## src/rtl/wet_pkg.sv

```systemverilog
`timescale 1ns / 1ps

package wet_pkg;

    localparam int MAX_ENTRIES = 32;
    localparam int IDX_W       = (MAX_ENTRIES > 1) ? $clog2(MAX_ENTRIES) : 1;
    localparam int CNT_W       = $clog2(MAX_ENTRIES + 1);
    localparam int IN_IDX_W    = 6;
    localparam int CMP_W       = (CNT_W > IN_IDX_W) ? CNT_W : IN_IDX_W;
    localparam int ADDR_W      = 32;
    localparam int WIDTH_W     = 2;
    localparam int SLOT_W      = 5;
    localparam int COUNT_W     = 6;

    localparam logic [1:0] KIND_ADD    = 2'd0;
    localparam logic [1:0] KIND_REMOVE = 2'd1;
    localparam logic [1:0] KIND_CLEAR  = 2'd2;
    localparam logic [1:0] KIND_READ   = 2'd3;

    localparam logic [WIDTH_W-1:0] WIDTH_BAD = 2'd3;

    typedef enum logic [1:0] {
        STAT_OK      = 2'd0,
        STAT_PRESENT = 2'd1,
        STAT_FULL    = 2'd2,
        STAT_RANGE   = 2'd3
    } status_t;

    typedef enum logic [2:0] {
        ST_IDLE,
        ST_SEARCH,
        ST_SHIFT,
        ST_READ,
        ST_DONE
    } state_t;

    typedef struct packed {
        logic [ADDR_W-1:0]  addr;
        logic [WIDTH_W-1:0] width;
    } entry_t;

endpackage

```

## src/rtl/watch_entry_table.sv

```systemverilog
`timescale 1ns / 1ps

// Channel   Handshake            Payload
// in        in_valid / in_stall  kind, watch_address, access_width, slot_index
// out       out_valid / out_stall status, slot, entry_address, entry_width, entry_count
//
// One request at a time; entry memory has one read and one write port, registered read.
// Work done per request:
// Add: one read and compare a cycle, pipelined by one; a hit ends early.
// Remove: one entry moved down a cycle. Read: one memory read. Clear: sets the count to zero;
// remove or read with an index out of range: no memory access.
// Reset empties the table at once; no clearing pass over the memory.
// in_stall is high while a request is in work; a held result waits in the output
// register, and the next request is taken while it waits.

module watch_entry_table (
    input  logic                         clk,
    input  logic                         rst_n,
    input  logic                         in_valid,
    output logic                         in_stall,
    input  logic [1:0]                   kind,
    input  logic [wet_pkg::ADDR_W-1:0]   watch_address,
    input  logic [wet_pkg::WIDTH_W-1:0]  access_width,
    input  logic [wet_pkg::IN_IDX_W-1:0] slot_index,
    output logic                         out_valid,
    input  logic                         out_stall,
    output logic [1:0]                   status,
    output logic [wet_pkg::SLOT_W-1:0]   slot,
    output logic [wet_pkg::ADDR_W-1:0]   entry_address,
    output logic [wet_pkg::WIDTH_W-1:0]  entry_width,
    output logic [wet_pkg::COUNT_W-1:0]  entry_count
);

    wet_pkg::state_t                state_reg, state_next;
    logic [wet_pkg::CNT_W-1:0]      count_reg, count_next;
    logic [wet_pkg::CNT_W-1:0]      ptr_reg, ptr_next;
    logic [wet_pkg::CNT_W-1:0]      pidx_reg, pidx_next;
    logic                           pend_reg, pend_next;
    logic                           out_valid_reg, out_valid_next;

    wet_pkg::entry_t                key_reg, key_next;
    wet_pkg::status_t               res_status_reg, res_status_next;
    logic [wet_pkg::CNT_W-1:0]      res_slot_reg, res_slot_next;
    wet_pkg::entry_t                res_entry_reg, res_entry_next;
    wet_pkg::status_t               out_status_reg, out_status_next;
    logic [wet_pkg::SLOT_W-1:0]     out_slot_reg, out_slot_next;
    wet_pkg::entry_t                out_entry_reg, out_entry_next;
    logic [wet_pkg::COUNT_W-1:0]    out_count_reg, out_count_next;

    wet_pkg::entry_t                mem [wet_pkg::MAX_ENTRIES];
    wet_pkg::entry_t                rd_data_reg;
    logic                           rd_en;
    logic [wet_pkg::IDX_W-1:0]      rd_addr;
    logic                           wr_en;
    logic [wet_pkg::IDX_W-1:0]      wr_addr;
    wet_pkg::entry_t                wr_data;

    logic                           accept;
    logic                           idx_range;
    logic                           match;
    logic [wet_pkg::CNT_W-1:0]      ptr_inc;

    assign in_stall      = (state_reg != wet_pkg::ST_IDLE);
    assign accept        = in_valid && (state_reg == wet_pkg::ST_IDLE);
    assign idx_range     = wet_pkg::CMP_W'(slot_index) >= wet_pkg::CMP_W'(count_reg);
    assign match         = pend_reg && (rd_data_reg == key_reg);
    assign ptr_inc       = ptr_reg + wet_pkg::CNT_W'(1);

    assign out_valid     = out_valid_reg;
    assign status        = out_status_reg;
    assign slot          = out_slot_reg;
    assign entry_address = out_entry_reg.addr;
    assign entry_width   = out_entry_reg.width;
    assign entry_count   = out_count_reg;

    always_comb
    begin
        state_next      = state_reg;
        count_next      = count_reg;
        ptr_next        = ptr_reg;
        pidx_next       = pidx_reg;
        pend_next       = pend_reg;
        out_valid_next  = out_valid_reg;
        key_next        = key_reg;
        res_status_next = res_status_reg;
        res_slot_next   = res_slot_reg;
        res_entry_next  = res_entry_reg;
        out_status_next = out_status_reg;
        out_slot_next   = out_slot_reg;
        out_entry_next  = out_entry_reg;
        out_count_next  = out_count_reg;
        rd_en           = 1'b0;
        rd_addr         = '0;
        wr_en           = 1'b0;
        wr_addr         = '0;
        wr_data         = key_reg;

        if (out_valid_reg && !out_stall)
        begin
            out_valid_next = 1'b0;
        end

        case (state_reg)
            wet_pkg::ST_IDLE:
            begin
                if (accept)
                begin
                    res_status_next = wet_pkg::STAT_OK;
                    res_slot_next   = '0;
                    res_entry_next  = '0;
                    pend_next       = 1'b0;
                    key_next.addr   = watch_address;
                    key_next.width  = (access_width == wet_pkg::WIDTH_BAD) ? '0 : access_width;
                    case (kind)
                        wet_pkg::KIND_ADD:
                        begin
                            ptr_next   = '0;
                            state_next = wet_pkg::ST_SEARCH;
                        end
                        wet_pkg::KIND_REMOVE:
                        begin
                            if (idx_range)
                            begin
                                res_status_next = wet_pkg::STAT_RANGE;
                                state_next      = wet_pkg::ST_DONE;
                            end
                            else
                            begin
                                ptr_next   = wet_pkg::CNT_W'(slot_index);
                                state_next = wet_pkg::ST_SHIFT;
                            end
                        end
                        wet_pkg::KIND_CLEAR:
                        begin
                            count_next = '0;
                            state_next = wet_pkg::ST_DONE;
                        end
                        default:
                        begin
                            if (idx_range)
                            begin
                                res_status_next = wet_pkg::STAT_RANGE;
                                state_next      = wet_pkg::ST_DONE;
                            end
                            else
                            begin
                                rd_en      = 1'b1;
                                rd_addr    = wet_pkg::IDX_W'(slot_index);
                                state_next = wet_pkg::ST_READ;
                            end
                        end
                    endcase
                end
            end

            wet_pkg::ST_SEARCH:
            begin
                if (match)
                begin
                    res_status_next = wet_pkg::STAT_PRESENT;
                    res_slot_next   = pidx_reg;
                    state_next      = wet_pkg::ST_DONE;
                end
                else if (ptr_reg < count_reg)
                begin
                    rd_en     = 1'b1;
                    rd_addr   = ptr_reg[wet_pkg::IDX_W-1:0];
                    pidx_next = ptr_reg;
                    pend_next = 1'b1;
                    ptr_next  = ptr_inc;
                end
                else if (count_reg == wet_pkg::CNT_W'(wet_pkg::MAX_ENTRIES))
                begin
                    res_status_next = wet_pkg::STAT_FULL;
                    state_next      = wet_pkg::ST_DONE;
                end
                else
                begin
                    // append the new pair
                    wr_en         = 1'b1;
                    wr_addr       = count_reg[wet_pkg::IDX_W-1:0];
                    wr_data       = key_reg;
                    res_slot_next = count_reg;
                    count_next    = count_reg + wet_pkg::CNT_W'(1);
                    state_next    = wet_pkg::ST_DONE;
                end
            end

            wet_pkg::ST_SHIFT:
            begin
                if (pend_reg)
                begin
                    wr_en   = 1'b1;
                    wr_addr = pidx_reg[wet_pkg::IDX_W-1:0];
                    wr_data = rd_data_reg;
                end
                if (ptr_inc < count_reg)
                begin
                    // fetch the next entry, move it down one place next cycle
                    rd_en     = 1'b1;
                    rd_addr   = ptr_inc[wet_pkg::IDX_W-1:0];
                    pidx_next = ptr_reg;
                    pend_next = 1'b1;
                    ptr_next  = ptr_inc;
                end
                else
                begin
                    pend_next  = 1'b0;
                    count_next = count_reg - wet_pkg::CNT_W'(1);
                    state_next = wet_pkg::ST_DONE;
                end
            end

            wet_pkg::ST_READ:
            begin
                res_entry_next = rd_data_reg;
                state_next     = wet_pkg::ST_DONE;
            end

            wet_pkg::ST_DONE:
            begin
                if (!out_valid_reg || !out_stall)
                begin
                    out_valid_next  = 1'b1;
                    out_status_next = res_status_reg;
                    out_slot_next   = wet_pkg::SLOT_W'(res_slot_reg);
                    out_entry_next  = res_entry_reg;
                    out_count_next  = wet_pkg::COUNT_W'(count_reg);
                    state_next      = wet_pkg::ST_IDLE;
                end
            end

            default:
            begin
                state_next = wet_pkg::ST_IDLE;
            end
        endcase
    end

    always_ff @(posedge clk or negedge rst_n)
    begin
        if (!rst_n)
        begin
            state_reg     <= wet_pkg::ST_IDLE;
            count_reg     <= '0;
            ptr_reg       <= '0;
            pidx_reg      <= '0;
            pend_reg      <= 1'b0;
            out_valid_reg <= 1'b0;
        end
        else
        begin
            state_reg     <= state_next;
            count_reg     <= count_next;
            ptr_reg       <= ptr_next;
            pidx_reg      <= pidx_next;
            pend_reg      <= pend_next;
            out_valid_reg <= out_valid_next;
        end
    end

    always_ff @(posedge clk)
    begin
        key_reg        <= key_next;
        res_status_reg <= res_status_next;
        res_slot_reg   <= res_slot_next;
        res_entry_reg  <= res_entry_next;
        out_status_reg <= out_status_next;
        out_slot_reg   <= out_slot_next;
        out_entry_reg  <= out_entry_next;
        out_count_reg  <= out_count_next;
    end

    always_ff @(posedge clk)
    begin
        if (wr_en)
        begin
            mem[wr_addr] <= wr_data;
        end
        if (rd_en)
        begin
            rd_data_reg <= mem[rd_addr];
        end
    end

endmodule
```

## config.mk

```make
export PLATFORM = sky130hd
export DESIGN_NAME = watch_entry_table
export DESIGN_NICKNAME = d
export VERILOG_FILES = /design/src/rtl/wet_pkg.sv /design/src/rtl/watch_entry_table.sv
export SDC_FILE = /design/constraint.sdc
export NUM_CORES = 2
export LEC_CHECK = 0
export BUFFER_PORTS_ARGS = -buffer_cell sky130_fd_sc_hd__buf_4
export CORE_MARGIN = 4
export CORE_UTILIZATION = 62
export DETAILED_ROUTE_END_ITERATION = 16
export GPL_TIMING_DRIVEN = 0
export PLACE_DENSITY = 0.81
export RECOVER_POWER = 50
export SYNTH_ARGS = -nofsm -noshare
export SYNTH_HDL_FRONTEND = slang
export SYNTH_SLANG_ARGS = --single-unit
```

## constraint.sdc

```tcl
create_clock -name clk -period 5.2 [get_ports clk]
set_clock_uncertainty 0.2 [all_clocks]
set_input_delay 0.52 -clock clk [delete_from_list [all_inputs] [get_ports clk]]
set_output_delay 0.52 -clock clk [all_outputs]
set_load 0.01 [all_outputs]
```

Yosys cells after proc, flatten, opt, wreduce, memory -nomap -nowiden. Memory sizes are Yosys's and may differ from the RTL's. A register that Yosys moved wholly into a read port is not among the register bits. Index checks and enable logic that the tools add are counted.

Bits in registers: 144. RAM bits: 1088. Bits of input ports: 46. Output and inout port bits: 49. Logic and storage cells: 148. Memories kept: 1.

Memories: mem (depth 32, width 34, read ports 1, clocked after memory_dff 1, wr ports 1, RTL line watch_entry_table.sv:50) `wet_pkg::entry_t mem [wet_pkg::MAX_ENTRIES];`.

$add $sub $neg: 3. Magnitude comparators: 3. Equality and inequality tests: 23. Multiplexer cells: 76. Reductions and logical operators: 25.

Operators with widths (count): $mux 34 (3); $mux 5 (17); $pmux 34 s2 (1); $mux 6 (11); $pmux 6 s3 (2); $eq 34x34->1 (1); $pmux 5 s2 (3); $mux 3 (7); $reduce_and 4->1 (5); $mux 1 (18); $ne 2x2->1 const B (8); $pmux 3 s5 (1); $pmux 5 s3 (1); $reduce_and 7->1 (2); $add 6x1->6 const B (2); $lt 6x6->1 (2); $mux 2 (6); $ne 3x3->1 const B (4); $pmux 6 s2 (1); $pmux 3 s3 (1); $eq 3x2->1 const B (2); $eq 6x6->1 const B (1); $ge 6x6->1 (1); $pmux 1 s3 (2); other kinds (19) (28).

Longest topological paths before layout.
Word-level depth: 7. Mapped depth: 17. Depth with buffers taken out: 13.

Least setup slack after synthesis. No wires, ideal clock.

Kind: register to register. Start point: reg, netlist name rd_data_reg[3]. End point: mem mem[4][0] in the netlist's numbering, enable pin. Setup time: 425 ps. Arrival: 3918 ps. Required time: 4575 ps. Slack: 657 ps. Stages on the path, launching flop included: 12. Buffers on the path: 3. Period minus slack after synthesis: 4543 ps. Cells stage by stage: edfxtp_1 -> xnor2_1 -> nand4_1 -> nor4_1 -> and3_1 -> buf_2 -> buf_2 -> nor3_2 -> a22o_1 -> or3b_2 -> clkbuf_1 -> nor2_1.

Longest elaborated chain between the ends: 6. Elaborated cells on any way between the ends: 8. Those cells by class: eq/ne: 1; mux: 6; reduce/logical: 1.

Ends and longest elaborated chain: $eq 34x34->1 * (RTL line watch_entry_table.sv:66) `assign match = pend_reg && (rd_data_reg == key_reg);`; $logic_and 1x1->1 * (RTL line watch_entry_table.sv:66); $mux 1 (RTL line watch_entry_table.sv:158) `if (match)`; $pmux 1 s2 (RTL line watch_entry_table.sv:103) `case (state_reg)`; $mux 1 (RTL line watch_entry_table.sv:276) `if (wr_en)`; $mux 1 (not written as such) (RTL line watch_entry_table.sv:278) `mem[wr_addr] <= wr_data;`; end, declared (RTL line watch_entry_table.sv:50).

Every way passes the cells marked *; elsewhere a longest branch is shown, timed or not.

Worst setup path in the final report.
Start point: reg count_reg[3] in the netlist's numbering. End point: reg, netlist name rd_data_reg[6].

Longest elaborated chain between the ends: 5. Elaborated cells on any way between the ends: 17. Those cells by class: order compare: 3; mux: 14.

Ends and longest elaborated chain: start, declared (RTL line watch_entry_table.sv:35) `logic [wet_pkg::CNT_W-1:0] count_reg, count_next;`; start signal, assigned (RTL line watch_entry_table.sv:254) `count_reg <= count_next;`; $ge 6x6->1 (RTL line watch_entry_table.sv:65) `assign idx_range = wet_pkg::CMP_W'(slot_index) >= wet_pkg::CMP_W'(count_reg);`; $mux 5 or $mux 1 (tied branches) (RTL line watch_entry_table.sv:140) `if (idx_range)`; $mux 5 or $mux 1 (tied branches) (RTL line watch_entry_table.sv:114) `case (kind)`; $mux 5 or $mux 1 (tied branches) (RTL line watch_entry_table.sv:106) `if (accept)`; $pmux 5 s3 or $pmux 1 s3 (tied branches) (RTL line watch_entry_table.sv:103).

Parallel ways exist; a longest one is shown, timed or not. A chain may end at the register's enable or synchronous reset.

==> results.md <==
- Status: complete, but fails checks
- Violated checks: max-capacitance violations, max-slew violations, negative setup slack
- Root Buffer: clkbuf_16
- Avg Inst Size Synth: approximately 15 sq um
- GR Util All Layers: 0.325
- Inst Count DP: 4,612
- Layout cell share with drive strength beyond 1: 0.112
- Power density over the cells: ~470 nW/um^2
- Min-Delay Path Class: in -> reg
- Most frequent cells in the layout: 1,244 x edfxtp_1, 632 x nand2_1, 215 x a21oi_1
- Max IR drop VDD: around 300 uV
- Core area: between 80,000 and 90,000 sq um
- Combinational power share: 0.222
- Post-Route M1 WL: slightly below 50,000 microns
- Worst Setup Slack, final: -0.0665 ns
- Via density: ~6.8
- CTS tree: built
- Cell Chain, Critical Path: inv_1, ha_1, a2111oi_0, o21ai_1, nand2_1, nand2_2, o311a_1, buf_4, buf_2, buf_2, a21oi_1, a22oi_1, o211ai_1, o2111ai_2
- I/O pins: 95
- Clock input transition at the sequential cells of the worst setup and hold paths: roughly 0.060 ns
- Area Growth Syn to Fin: 14.7%
- Crit path largest cell delay: 0.71 ns
- Largest net degree at the start of global routing: 35
- Critical Path RT: 5.35 ns
- Sequential power share: 0.469
- Grt ovf: 0
- Async S/R FF share, synth: 0.0174
- Port buffer count: between 90 and 100
- CTS max path bufs: 3
- Core Rows: 104
- Synthesized Nets: between 3k and 4k
- Largest Register: mem
- Critical path data arrival time: approximately 5.4 ns
- Ys flop type: edfxtp_1
- Crit-path slowest cell: o211ai_1
- Crit path max fanout: 10
- Die H: 293 microns
- Metal3 WL: about 21,000 microns
- Final instance area: approximately 58,000 sq um
- Post-synthesis cell type count: 63
- Die Wd: about 300 microns
- Dpl cell area: 53,300 sq um
- Latest clock arrival within the worst-skew pair: between 0.7 and 0.8 ns
- Cell Count, Final, Fillers Out: slightly below 5k
- Vias in the first global route: around 33k
- Crit start category: flip-flop
- Minimum hold slack: approximately 0.11 ns
- RePlAce Congestion: 0.898
- Starting Density: 0.626
- Period utilisation layout: 1.01
- CP most frequent cell: buf_2
- Vias: roughly 33k
- Fmax: 190 MHz
- Sw Share: 0.316
- Crit Path Category: reg -> reg
- Routed WL: roughly 140,000 microns
- Synth warnings: 0
- Number of nets in the layout: about 3.8k
- DP Wirelength: 94,800 microns
- First-pass GRT wire length: just over 200,000 microns
- Met2 wire len: ~68,000 microns
- Setup_tns: -0.368 ns
- Average wire per standard cell: 29.4 microns
- Max Used Layer: met5
- Drt pass-1 iters: 8
- Residual DRC: 0
- CP endpoint kind: flip-flop
- # clock sinks: 1,266
- Period minus WS final: around 5.3 ns
- Detail Route Antenna Nets: 0
- Max Cap Viol: 3
- Largest register FFs: 1,088
- NetSw: roughly 8.7 mW
- # H-tree levels: 3
- Power Internal: roughly 19 mW
- Worst slew margin: -0.691
- Synthesized area: 50,300 sq um
- Mapped Cells: 3,423
- Power Total: about 27 mW
- CTS buffer count: 119
- Die Footprint: approximately 86,000 sq um
- Worst slew pin tran: about 2.5 ns
- Slew Limit Fails: 85
- EDFF count, synth: between 1k and 1.5k
- Register bit count reported by yosys: roughly 1.3k
- Clock Power Share: 0.309
- Leakage: between 15 and 20 nW
- Initial antenna violation count: 7
- Fin. Hold Viols: 0
- Final setup fails: 28
- Most common cell after layout, fill and taps aside: edfxtp_1
- Sequential fraction of the synthesis area: 0.753
- Violation count after the first detailed-route iteration: 5,496
[power groups by stage]
stage          Sequential [mW]  Clock, mW  Combinational, mW
2_1_floorplan             13.0          0               3.16
3_3_place_gp              13.0          0               5.46
3_5_place_dp              13.0          0               5.75
4_1_cts                   12.8       8.44               5.86
5_1_grt                   12.9       8.92               6.33
6_report                  12.8       8.47               6.09
[synth_stat cells (all sizes together), types with 2 or more instances]
cell type	number	area, sq um
o22ai	3	18.8
a32oi	68	596
a41oi	2	17.5
a22o	5	45.0
inv	12	45.0
or3	6	37.5
o21ai	26	134
o21a	5	37.5
xor2	13	114
nand2b	2	12.5
nand2	634	2380
or2	4	25.0
a221oi	72	631
clkbuf	132	495
o211ai	68	510
a21o	5	37.5
buf	89	504
and2	40	250
edfxtp	1244	37400
a2111oi	2	36.3
o2111ai	33	289
and3	43	269
o21bai	2	15.0
nor3	4	25.0
nand4	9	56.3
nor3b	2	15.0
o31ai	2	15.0
a31oi	35	219
nor2	99	372
nor4	5	46.3
a22oi	76	576
mux2	39	439
nor2b	4	25.0
a211oi	38	285
dfrtp	22	551
mux2i	115	1150
a21oi	215	1080
ha	21	263
xnor2	28	245
nand3	183	916
a32o	4	40.0
a2bb2oi	2	17.5
[stage by stage]
| stage | worst slack, ns | util |
|---|---|---|
| floorplan | 0.657 | - |
| global placement | -1.68 | 0.651 |
| detailed placement | -0.420 | 0.663 |
| CTS | -0.105 | 0.717 |
| global route | -0.113 | 0.717 |
| finish | -0.0665 | 0.718 |
[logic make-up (layout without fill, tap and decap cells)]
| family | count (synthesis) | in the layout | synth area share |
|---|---|---|---|
| AO/OA/AOI/OAI | 669 | 669 | 0.0926 |
| XOR/XNOR | 41 | 41 | 0.00714 |
| adder cells (fa/ha/maj) | 22 | 22 | 0.00562 |
| buffers and inverters | 233 | 644 | 0.0208 |
| flip-flops | 1266 | 1266 | 0.753 |
| multiplexers | 154 | 154 | 0.0316 |
| other | 0 | 3 | 0 |
| AND/OR/NAND/NOR | 1038 | 1038 | 0.0889 |
[worst paths after layout]
| kind | from | endpoint | slack (ns) | cells after the start |
|---|---|---|---|---|
| setup / recovery | count_reg[3] | rd_data_reg[6] | -0.07 | 14 |
| hold / removal | in_valid | state_reg[2] | 0.11 | 5 |
| setup reg to reg | count_reg[3] | rd_data_reg[6] | -0.07 | 14 |
| hold reg to reg | res_entry_reg[25] | entry_address[23] | 0.22 | 0 |
| max in group asynchronous | rst_n | count_reg[4] | 3.39 | 2 |
| min in group asynchronous | rst_n | count_reg[0] | 0.48 | 2 |
[what timing repair did]
action	4_1_cts	5_1_grt
buffers inserted	5	9
pin swaps	3	12
gates resized for setup	11	100
hold buffers	45	0
endpoints found under the hold margin	65	0
endpoints found under the setup margin	52	75
[critical path, delay by kind of cell (launching register included)]
kind | cells | cell delay (ns)
compound gates | 7 | 2.26
buf+inv | 4 | 1.03
simple gates | 2 | 0.55
flops | 1 | 0.51
fa+ha+maj | 1 | 0.35
[routing by layer]
metal / vias up / global-route usage
met5: - / 0
met3: 472 / 0.0950
met2: 2865 / 0.519
li1: 13799 / -
met1: 16101 / 0.421
met4: 4 / 0.143
[cell type report]
type	count	area, sq um
Buffer	219	1050
Multi-Input combinational cell	1924	11800
Sequential cell	1266	37900
Fill cell	4773	22700
Clock inverter	69	609
Timing Repair Buffer	188	1830
Clock buffer	156	3180
Tap cell	1060	1330
Antenna cell	3	7.51
Inverter	12	45.0
No activity file was read; power rests on OpenSTA's default activity.
